==> src/rtl/sud_pkg.sv <==
package sud_pkg;

  localparam int COORD_W  = 16;
  localparam int RAD_W    = 15;
  localparam int IDX_IN_W = 3;
  localparam int CFG_W    = 4;
  localparam int MAG_W    = 16;
  localparam int PROD_W   = 2 * MAG_W;
  localparam int SQ_W     = PROD_W + 2;
  localparam int ROOT_W   = 17;
  localparam int DIST_W   = 18;

  localparam int DEF_MAX_SPHERES = 8;

  localparam logic OP_LOAD  = 1'b0;
  localparam logic OP_QUERY = 1'b1;

  localparam logic signed [COORD_W-1:0] DIST_MAX = 16'sh7fff;

  // highest even bit position of the squared sum starts the root recurrence
  localparam logic [SQ_W-1:0] ROOT_BIT_INIT = SQ_W'(1) << (SQ_W - 2);

  typedef struct packed {
    logic signed [COORD_W-1:0] x;
    logic signed [COORD_W-1:0] y;
    logic signed [COORD_W-1:0] z;
    logic [RAD_W-1:0]          radius;
  } sphere_t;

  typedef struct packed {
    logic busy;
    logic done;
  } root_stat_t;

endpackage

==> src/rtl/sud_table.sv <==
module sud_table
  import sud_pkg::*;
#(
  parameter int MAX_SPHERES = DEF_MAX_SPHERES,
  parameter int AW = (MAX_SPHERES > 1) ? $clog2(MAX_SPHERES) : 1
) (
  input  logic          clk,
  input  logic          wr_en,
  input  logic [AW-1:0] wr_addr,
  input  sphere_t       wr_data,
  input  logic [AW-1:0] rd_addr,
  output sphere_t       rd_data
);

  sphere_t mem [MAX_SPHERES];
  sphere_t rd_data_r;

  always_ff @(posedge clk) begin
    if (wr_en) begin
      mem[wr_addr] <= wr_data;
    end
    rd_data_r <= mem[rd_addr];
  end

  assign rd_data = rd_data_r;

endmodule

==> src/rtl/sud_root.sv <==
module sud_root
  import sud_pkg::*;
(
  input  logic              clk,
  input  logic              rst_n,
  input  logic              start,
  input  logic [SQ_W-1:0]   value,
  output root_stat_t        stat,
  output logic [ROOT_W-1:0] root
);

  logic            busy_r, busy_nxt;
  logic            done_r, done_nxt;
  logic [SQ_W-1:0] v_r, v_nxt;
  logic [SQ_W-1:0] res_r, res_nxt;
  logic [SQ_W-1:0] bit_r, bit_nxt;
  logic [SQ_W:0]   trial;

  // one result bit per cycle: compare against res + bit, subtract on success
  assign trial = {1'b0, res_r} + {1'b0, bit_r};

  always_comb begin
    busy_nxt = busy_r;
    done_nxt = 1'b0;
    v_nxt    = v_r;
    res_nxt  = res_r;
    bit_nxt  = bit_r;
    if (start) begin
      busy_nxt = 1'b1;
      v_nxt    = value;
      res_nxt  = '0;
      bit_nxt  = ROOT_BIT_INIT;
    end else if (busy_r) begin
      if ({1'b0, v_r} >= trial) begin
        v_nxt   = v_r - trial[SQ_W-1:0];
        res_nxt = (res_r >> 1) + bit_r;
      end else begin
        res_nxt = res_r >> 1;
      end
      bit_nxt = bit_r >> 2;
      if (bit_r[0]) begin
        busy_nxt = 1'b0;
        done_nxt = 1'b1;
      end
    end
  end

  always_ff @(posedge clk) begin
    if (!rst_n) begin
      busy_r <= 1'b0;
      done_r <= 1'b0;
    end else begin
      busy_r <= busy_nxt;
      done_r <= done_nxt;
    end
  end

  always_ff @(posedge clk) begin
    v_r   <= v_nxt;
    res_r <= res_nxt;
    bit_r <= bit_nxt;
  end

  assign stat.busy = busy_r;
  assign stat.done = done_r;
  assign root      = res_r[ROOT_W-1:0];

endmodule

==> src/rtl/sphere_union_distance_top.sv <==
// Load: no result; busy stays low.
// Query: out_valid rises after the compare of the last active sphere; with no active spheres, the cycle after start.
// Each sphere costs one table read, a pass of the shared squarer over the three axes, one root start,
// the bit-serial square root and one compare; busy is high throughout.
// Results are strobed for one cycle and cannot be stalled by the receiver.
// Synchronous active-low reset clears the sequencer and the sphere count (count_r); table contents persist.
module sphere_union_distance_top
  import sud_pkg::*;
#(
  parameter int MAX_SPHERES = DEF_MAX_SPHERES
) (
  input  logic                      clk,
  input  logic                      rst_n,
  input  logic                      start,
  output logic                      busy,
  input  logic                      in_opcode,
  input  logic [IDX_IN_W-1:0]       in_sphere_index,
  input  logic signed [COORD_W-1:0] in_pos_x,
  input  logic signed [COORD_W-1:0] in_pos_y,
  input  logic signed [COORD_W-1:0] in_pos_z,
  input  logic [RAD_W-1:0]          in_radius,
  input  logic                      cfg_we,
  input  logic [CFG_W-1:0]          cfg_data,
  output logic                      out_valid,
  output logic signed [COORD_W-1:0] out_min_distance
);

  localparam int AW    = (MAX_SPHERES > 1) ? $clog2(MAX_SPHERES) : 1;
  localparam int CNT_W = $clog2(MAX_SPHERES + 1);

  typedef enum logic [5:0] {
    ST_IDLE   = 6'b000001,
    ST_FETCH  = 6'b000010,
    ST_SQ     = 6'b000100,
    ST_RSTART = 6'b001000,
    ST_RWAIT  = 6'b010000,
    ST_CMP    = 6'b100000
  } state_t;

  state_t                    state_r, state_nxt;
  logic [CFG_W-1:0]          count_r;
  logic [CNT_W-1:0]          n_r, n_nxt;
  logic [CNT_W-1:0]          idx_r, idx_nxt;
  logic [2:0]                step_r, step_nxt;
  logic signed [COORD_W-1:0] px_r, px_nxt;
  logic signed [COORD_W-1:0] py_r, py_nxt;
  logic signed [COORD_W-1:0] pz_r, pz_nxt;
  logic [MAG_W-1:0]          mag_r, mag_nxt;
  logic [PROD_W-1:0]         prod_r, prod_nxt;
  logic [SQ_W-1:0]           sum_r, sum_nxt;
  logic signed [DIST_W-1:0]  best_r, best_nxt;
  logic                      out_valid_r, out_valid_nxt;
  logic signed [COORD_W-1:0] out_dist_r, out_dist_nxt;

  logic                      accept;
  logic                      tbl_we;
  sphere_t                   tbl_wdata;
  sphere_t                   entry;
  logic signed [COORD_W-1:0] p_sel, c_sel;
  logic signed [COORD_W:0]   diff;
  logic signed [DIST_W-1:0]  surf_dist;
  logic signed [DIST_W-1:0]  best_new;
  logic                      root_start;
  root_stat_t                root_stat;
  logic [ROOT_W-1:0]         root;

  assign busy   = (state_r != ST_IDLE);
  assign accept = start && !busy;
  assign tbl_we = accept && (in_opcode == OP_LOAD) && (int'(in_sphere_index) < MAX_SPHERES);

  assign tbl_wdata.x      = in_pos_x;
  assign tbl_wdata.y      = in_pos_y;
  assign tbl_wdata.z      = in_pos_z;
  assign tbl_wdata.radius = in_radius;

  sud_table #(
    .MAX_SPHERES (MAX_SPHERES),
    .AW          (AW)
  ) u_table (
    .clk     (clk),
    .wr_en   (tbl_we),
    .wr_addr (AW'(in_sphere_index)),
    .wr_data (tbl_wdata),
    .rd_addr (idx_r[AW-1:0]),
    .rd_data (entry)
  );

  sud_root u_root (
    .clk   (clk),
    .rst_n (rst_n),
    .start (root_start),
    .value (sum_r),
    .stat  (root_stat),
    .root  (root)
  );

  always_comb begin
    case (step_r[1:0])
      2'd0: begin
        p_sel = px_r;
        c_sel = entry.x;
      end
      2'd1: begin
        p_sel = py_r;
        c_sel = entry.y;
      end
      default: begin
        p_sel = pz_r;
        c_sel = entry.z;
      end
    endcase
  end

  assign diff      = {p_sel[COORD_W-1], p_sel} - {c_sel[COORD_W-1], c_sel};
  assign surf_dist = $signed({1'b0, root}) - $signed({{(DIST_W-RAD_W){1'b0}}, entry.radius});
  assign best_new  = (surf_dist < best_r) ? surf_dist : best_r;

  always_comb begin
    state_nxt     = state_r;
    n_nxt         = n_r;
    idx_nxt       = idx_r;
    step_nxt      = step_r;
    px_nxt        = px_r;
    py_nxt        = py_r;
    pz_nxt        = pz_r;
    mag_nxt       = mag_r;
    prod_nxt      = prod_r;
    sum_nxt       = sum_r;
    best_nxt      = best_r;
    out_valid_nxt = 1'b0;
    out_dist_nxt  = out_dist_r;
    root_start    = 1'b0;
    case (state_r)
      ST_IDLE: begin
        if (accept && (in_opcode == OP_QUERY)) begin
          px_nxt   = in_pos_x;
          py_nxt   = in_pos_y;
          pz_nxt   = in_pos_z;
          idx_nxt  = '0;
          best_nxt = DIST_W'(DIST_MAX);
          if (int'(count_r) > MAX_SPHERES) begin
            n_nxt = CNT_W'(MAX_SPHERES);
          end else begin
            n_nxt = CNT_W'(count_r);
          end
          if (count_r == '0) begin
            out_valid_nxt = 1'b1;
            out_dist_nxt  = DIST_MAX;
          end else begin
            state_nxt = ST_FETCH;
          end
        end
      end
      ST_FETCH: begin
        step_nxt  = '0;
        sum_nxt   = '0;
        state_nxt = ST_SQ;
      end
      ST_SQ: begin
        // overlap: difference, square and accumulate of consecutive axes
        mag_nxt  = diff[COORD_W] ? MAG_W'(-diff) : MAG_W'(diff);
        prod_nxt = mag_r * mag_r;
        if (step_r >= 3'd2) begin
          sum_nxt = sum_r + SQ_W'(prod_r);
        end
        step_nxt = step_r + 3'd1;
        if (step_r == 3'd4) begin
          state_nxt = ST_RSTART;
        end
      end
      ST_RSTART: begin
        root_start = 1'b1;
        state_nxt  = ST_RWAIT;
      end
      ST_RWAIT: begin
        if (root_stat.done) begin
          state_nxt = ST_CMP;
        end
      end
      ST_CMP: begin
        best_nxt = best_new;
        if (CNT_W'(idx_r + 1'b1) == n_r) begin
          // best starts at the positive limit and the surface distance is never below -radius,
          // so the minimum always fits the result width
          out_valid_nxt = 1'b1;
          out_dist_nxt  = best_new[COORD_W-1:0];
          state_nxt     = ST_IDLE;
        end else begin
          idx_nxt   = CNT_W'(idx_r + 1'b1);
          state_nxt = ST_FETCH;
        end
      end
      default: begin
        state_nxt = ST_IDLE;
      end
    endcase
  end

  always_ff @(posedge clk) begin
    if (!rst_n) begin
      state_r     <= ST_IDLE;
      count_r     <= '0;
      out_valid_r <= 1'b0;
    end else begin
      state_r     <= state_nxt;
      out_valid_r <= out_valid_nxt;
      if (cfg_we) begin
        count_r <= cfg_data;
      end
    end
  end

  always_ff @(posedge clk) begin
    n_r        <= n_nxt;
    idx_r      <= idx_nxt;
    step_r     <= step_nxt;
    px_r       <= px_nxt;
    py_r       <= py_nxt;
    pz_r       <= pz_nxt;
    mag_r      <= mag_nxt;
    prod_r     <= prod_nxt;
    sum_r      <= sum_nxt;
    best_r     <= best_nxt;
    out_dist_r <= out_dist_nxt;
  end

  assign out_valid        = out_valid_r;
  assign out_min_distance = out_dist_r;

`ifndef SYNTH
  a_root_alive: assert property (@(posedge clk) disable iff (!rst_n)
    (state_r == ST_RWAIT) |-> (root_stat.busy || root_stat.done))
    else $error("root unit idle while sequencer waits on it");

  a_root_done_expected: assert property (@(posedge clk) disable iff (!rst_n)
    root_stat.done |-> (state_r == ST_RWAIT))
    else $error("root finished outside the wait state");

  a_idx_in_range: assert property (@(posedge clk) disable iff (!rst_n)
    (state_r == ST_SQ || state_r == ST_CMP) |-> (idx_r < n_r))
    else $error("sphere index beyond active count");

  a_load_silent: assert property (@(posedge clk) disable iff (!rst_n)
    (accept && (in_opcode == OP_LOAD)) |=> !out_valid_r)
    else $error("load produced a result");

  a_result_ends_work: assert property (@(posedge clk) disable iff (!rst_n)
    (out_valid_r && $past(state_r) == ST_CMP) |-> (state_r == ST_IDLE))
    else $error("result strobed while query still running");
`endif

endmodule
==> config.mk <==
export PLATFORM = sky130hd
export DESIGN_NAME = sphere_union_distance_top
export DESIGN_NICKNAME = d
export VERILOG_FILES = /design/src/rtl/sud_pkg.sv /design/src/rtl/sud_table.sv /design/src/rtl/sud_root.sv /design/src/rtl/sphere_union_distance_top.sv
export SDC_FILE = /design/constraint.sdc
export NUM_CORES = 2
export LEC_CHECK = 0
export BUFFER_PORTS_ARGS = -buffer_cell sky130_fd_sc_hd__buf_4
export CAP_MARGIN = 10
export CELL_PAD_IN_SITES_DETAIL_PLACEMENT = 1
export CELL_PAD_IN_SITES_GLOBAL_PLACEMENT = 1
export CORE_MARGIN = 2
export CORE_UTILIZATION = 30
export CTS_BUF_LIST = sky130_fd_sc_hd__clkbuf_4 sky130_fd_sc_hd__clkbuf_8
export DETAILED_ROUTE_END_ITERATION = 16
export PLACE_DENSITY = 0.61
export SLEW_MARGIN = 20
export SYNTH_ARGS = -nofsm -noshare
export SYNTH_HDL_FRONTEND = slang
export SYNTH_HIERARCHICAL = 1
export SYNTH_SLANG_ARGS = --single-unit
==> constraint.sdc <==
create_clock -name clk -period 9.81 [get_ports clk]
set_clock_uncertainty 0.1 [all_clocks]
set_input_delay 1.962 -clock clk [delete_from_list [all_inputs] [get_ports clk]]
set_output_delay 1.962 -clock clk [all_outputs]
set_load 0.01 [all_outputs]
**Yosys cells after proc, flatten, opt, wreduce, memory -nomap -nowiden**

Memory sizes are Yosys's and may differ from the RTL's. A register that Yosys moved wholly into a read port is not among the register bits.
Cells that the tools add are included.

- Add/subtract/negate cells: 9
- Multiply operators: 1
- Magnitude comparators: 4
- Equal/unequal tests: 19
- Muxes and demuxes: 37
- Bitwise operators: 3
- Reductions and logical operators: 19

Operator list:

| operator | count |
|---|---|
| 2-to-1 mux 34 bit | 5 |
| case mux 16 bit (2 select lines) | 3 |
| case mux 34 bit (2 select lines) | 1 |
| 2-to-1 mux 16 bit | 4 |
| 2-to-1 mux 18 bit | 2 |
| case mux 18 bit (2 select lines) | 1 |
| case mux 6 bit (6 select lines) | 1 |
| adder 34 x 33 -> 35 bit | 1 |
| >= comparator 34 x 35 -> 1 bit | 1 |
| adder 33 x 33 -> 34 bit | 1 |
| adder 34 x 32 -> 34 bit | 1 |
| subtractor 34 bit | 1 |
| multiplier 16 x 16 -> 32 bit | 1 |
| 2-to-1 mux 6 bit | 4 |
| < comparator 18 bit | 1 |
| subtractor 17 x 15 -> 18 bit | 1 |
| subtractor 16 x 16 -> 17 bit | 1 |
| inequality test 2 bit (second input constant) | 8 |
| negation 16 bit | 1 |
| 2-to-1 mux 1 bit | 10 |
| 2-to-1 mux 4 bit | 2 |
| case mux 4 bit (2 select lines) | 1 |
| AND reduction 2 bit | 4 |
| AND reduction 4 bit | 2 |
| other kinds (26) | 34 |

- Register bits: 273
- Memory bits (writable): 504
- Input port bits: 75
- Word-level logic and storage cells: 113
- Memories: 1

Memories:

| memory | depth | width | read ports | clocked after memory_dff | wr ports | RTL line | RTL |
|---|---|---|---|---|---|---|---|
| u_table.mem | 8 | 63 | 1 | 1 | 1 | sud_table.sv:15 | `sphere_t mem [MAX_SPHERES];` |

**Depth between registers and ports, before layout**

- Depth in word-level cells: 6
- Mapped depth: 25
- Depth with buffers taken out: 24

**Cells and area by module**

Netlist, hierarchy kept.

Modules (own cells, without submodules):

| module | times used | cells an instance | area each (sq um) | sequential area each (sq um) |
|---|---|---|---|---|
| sud_table | 1 | 804 | 20229.4 | 16395.7 |
| sphere_union_distance_top | 1 | 1815 | 17997.3 | 5445.2 |
| sud_root | 1 | 953 | 7663.6 | 2082.0 |

**Least setup slack after synthesis**

Ideal clock, no wire load.

- Path type: flip-flop to flip-flop
- Start: register u_root.res_r[2]
- End: register u_root.v_r[0] (enable)
- Library setup time: 472 ps
- Data arrival time: 6960 ps
- Setup slack: 2278 ps
- Cell stages (with the launch flop): 21
- Buffers on the path: 2
- Period minus slack after synthesis: 7532 ps
- Cells stage by stage: dfxtp_1 -> ha_1 -> a31oi_1 -> a211o_1 -> o211a_1 -> o21ai_0 -> a31oi_1 -> o31ai_1 -> a31oi_1 -> xor2_1 -> ha_1 -> nand2_1 -> or3_1 -> nor4_1 -> a221oi_1 -> and3_1 -> a211o_1 -> or2_1 -> buf_6 -> clkbuf_1 -> o21ai_0

- Cells in the longest elaborated chain, start to end: 4

Ends and longest elaborated chain:

| item | RTL line | RTL |
|---|---|---|
| start: declaration | sud_root.sv:15 | `logic [SQ_W-1:0] res_r, res_nxt;` |
| start signal: assignment | sud_root.sv:60 | `res_r <= res_nxt;` |
| adder 34 x 33 -> 35 bit | sud_root.sv:20 | `assign trial = {1'b0, res_r} + {1'b0, bit_r};` |
| >= comparator 34 x 35 -> 1 bit | sud_root.sv:34 | `if ({1'b0, v_r} >= trial) begin` |
| nonzero test 2 bit (no line) | n/a |  |
| AND reduction 2 bit (no line) | n/a |  |
| end signal: assignment | sud_root.sv:59 | `v_r <= v_nxt;` |
| end: declaration | sud_root.sv:14 | `logic [SQ_W-1:0] v_r, v_nxt;` |

No other way between the ends.
A chain may end at the register's enable or synchronous reset.

**Final worst setup path**

- Start: register u_root.res_r[14]
- End: register u_root.v_r[10] (enable)

Same word-level chain as after synthesis.

==> summary.md <==
| Metric | Value |
|---|---|
| Outcome | completed |
| GPL Wtd Cong | around 0.82 |
| Num Clock Sinks | about 840 |
| Crit-path max FO | 34 |
| Die height | between 300 and 400 um |
| First-pass GRT wire length | 184,000 um |
| Leak Pwr | a little under 20 nW |
| Worst-margin pin slew | 1.07 ns |
| RSZ-0062 raised after global routing | false |
| CP Data Required Time | between 10 and 15 ns |
| Core Box Area | ~0.15 mm^2 |
| Share of cells above drive strength 1 | 0.160 |
| All-Layer GR Usage | 0.152 |
| WL/cell | around 20 um |
| Final Setup Violations | 0 |
| Die Wd | 395 um |
| Critical path capture point type | flop |
| Syn-to-layout area delta | 12.8% |
| Arrival time worst endpoint | 7.49 ns |
| Post-Route WL | around 120,000 um |
| Clk_lat worst skew | 0.82 ns |
| Register area | between 0.02 and 0.025 mm^2 |
| Via count | about 28,000 |
| Clock root cell | clkbuf_8 |
| Highest clock rate | about 140 MHz |
| Row Count | 143 |
| Antenna-violating nets left | 0 |
| Synthesized Nets | 4,070 |
| Final period demand of the worst path | slightly above 7 ns |
| HPWL reported at the end of detailed placement | a little over 80,000 um |
| Die area | approximately 0.16 mm^2 |
| Final nets | 4,183 |
| Max-Cap Viols | 0 |
| Total CTS buffers | ~140 |
| Post-cts resize count | 0 |
| Clock Tree Buf Depth | 3 |
| CTS tree | done |
| Largest net degree at the start of global routing | roughly 130 |
| Area occupied by multi-input gates | around 0.020 mm^2 |
| Avg Inst Size Synth | approximately 13 um^2 |
| Min-Delay Path Class | reg -> reg |
| Max Slew Vio Count | 0 |
| Syn Std Cell Area | about 0.046 mm^2 |
| Min Hold Slack | between 0.3 and 0.4 ns |
| IO buf count | around 90 |
| Fin. Hold Viols | 0 |
| Starting Density | 0.302 |
| Setup Total Neg Slack | 0 ns |
| H-tree levels | 4 |
| Remaining DRCs | 0 |
| Setup CP Type | reg -> reg |
| Vias in the first global route | 30,600 |
| Crit start category | flop |
| Grt total ovfl | 0 |
| Iter 0 DRT Violations | ~1,400 |
| Worst relative slew slack | 0.286 |
| Post-CTS setup buffer count | 0 |
| # IOs | 93 |
| VDD IR max | roughly 0.00012 V |
| Yosys warns | 6 |
| Crit share post-route | 0.732 |
| Initial antenna violation count | 15 |
| Gate Count Post-Synth | between 3,000 and 4,000 |
| First drt pass iteration count | 5 |
| Clock-pin slew on the worst setup and hold paths | ~0.06 ns |
| Vias/cell | roughly 4.9 |
| Fillers | 16,300 |
| Hold_buf cts | 0 |
| Power Density | 177 mW/mm^2 |
-- metrics by stage --
| stage | cells | instance area, um^2 | setup slack [ns] | total power [mW] | util |
|---|---|---|---|---|---|
| 2_1_floorplan | 3571 | 45900 | 2.28 | 5.34 | - |
| 3_3_place_gp | 5571 | 48700 | 3.02 | 5.84 | 0.320 |
| 3_5_place_dp | 5571 | 48700 | 2.80 | 5.86 | 0.320 |
| 4_1_cts | 5828 | 51700 | 2.75 | 9.30 | 0.341 |
| 5_1_grt | 5832 | 51800 | 2.23 | 9.60 | 0.341 |
| 6_report | 5833 | 51800 | 2.63 | 9.16 | 0.341 |
-- metal layers --
layer / track usage / vias up / wire, um
li1: - / 13200 / -
met1: 0.206 / 14400 / 55100
met2: 0.253 / 484 / 56400
met3: 0.0271 / 145 / 4610
met4: 0.0359 / 8 / 1980
met5: 0 / - / 58
-- final cells by class --
type	count	share of cell area
diodes	5	0.000242
repair buffers	119	0.0177
well taps	2030	0.0491
flip-flops and latches	839	0.462
inverters	344	0.0250
clock buffers	205	0.0485
clock inverters	52	0.0108
multi-input cells	2239	0.387
-- worst paths after layout --
check                                       from        endpoint  slack, ns  cells after the start
worst max-delay path            u_root/res_r[14]  u_root/v_r[10]       2.63                     20
worst min-delay path             u_root/bit_r[0]   u_root/done_r       0.39                      2
worst max register to register  u_root/res_r[14]  u_root/v_r[10]       2.63                     20
worst min register to register   u_root/bit_r[0]   u_root/done_r       0.39                      2
-- worst max-delay path, stage by stage, from the launching register on --
cell      delay [ns]
dfxtp_1         0.39
ha_1            0.44
nand4_1         0.12
or3_1           0.34
o211a_1         0.29
o21ai_0         0.42
a31oi_1         0.25
o31ai_1         0.45
a31oi_1         0.20
xor2_1          0.18
ha_1            0.39
nand2_1         0.09
or3_1           0.34
nor4_1          0.24
a221oi_1        0.14
and3_1          0.20
a211o_1         0.66
or2_1           0.55
buf_4           0.30
o21ai_4         0.14
buf_4           0.47
-- flip-flops by register name, indices dropped and copies added (netlist names), 17 cells and up --
name and flops:
u_table/mem 504, u_table/rd_data 63, sum_r 34, u_root/res_r 34, u_root/v_r 34, prod_r 31
best_r 18, u_root/bit_r 17
-- report_power, final --
group,switching (mW),internal (mW),total (mW),leakage [nW]
registers,0.0809,4.10,4.18,7.36
logic,0.954,0.639,1.59,10.6
clock network,1.48,1.90,3.39,1.62
-- layout by cell type (no fill, tap or decap), drive strengths merged, types with 118 or more instances in the layout --
cell / instances
edfxtp: 712
ha: 257
a21oi: 147
fa: 167
buf: 119
nand2: 294
mux4: 126
nor2: 189
dfxtp: 127
clkbuf: 205
inv: 350
o21ai: 118
No activity file was read; power rests on OpenSTA's default activity.
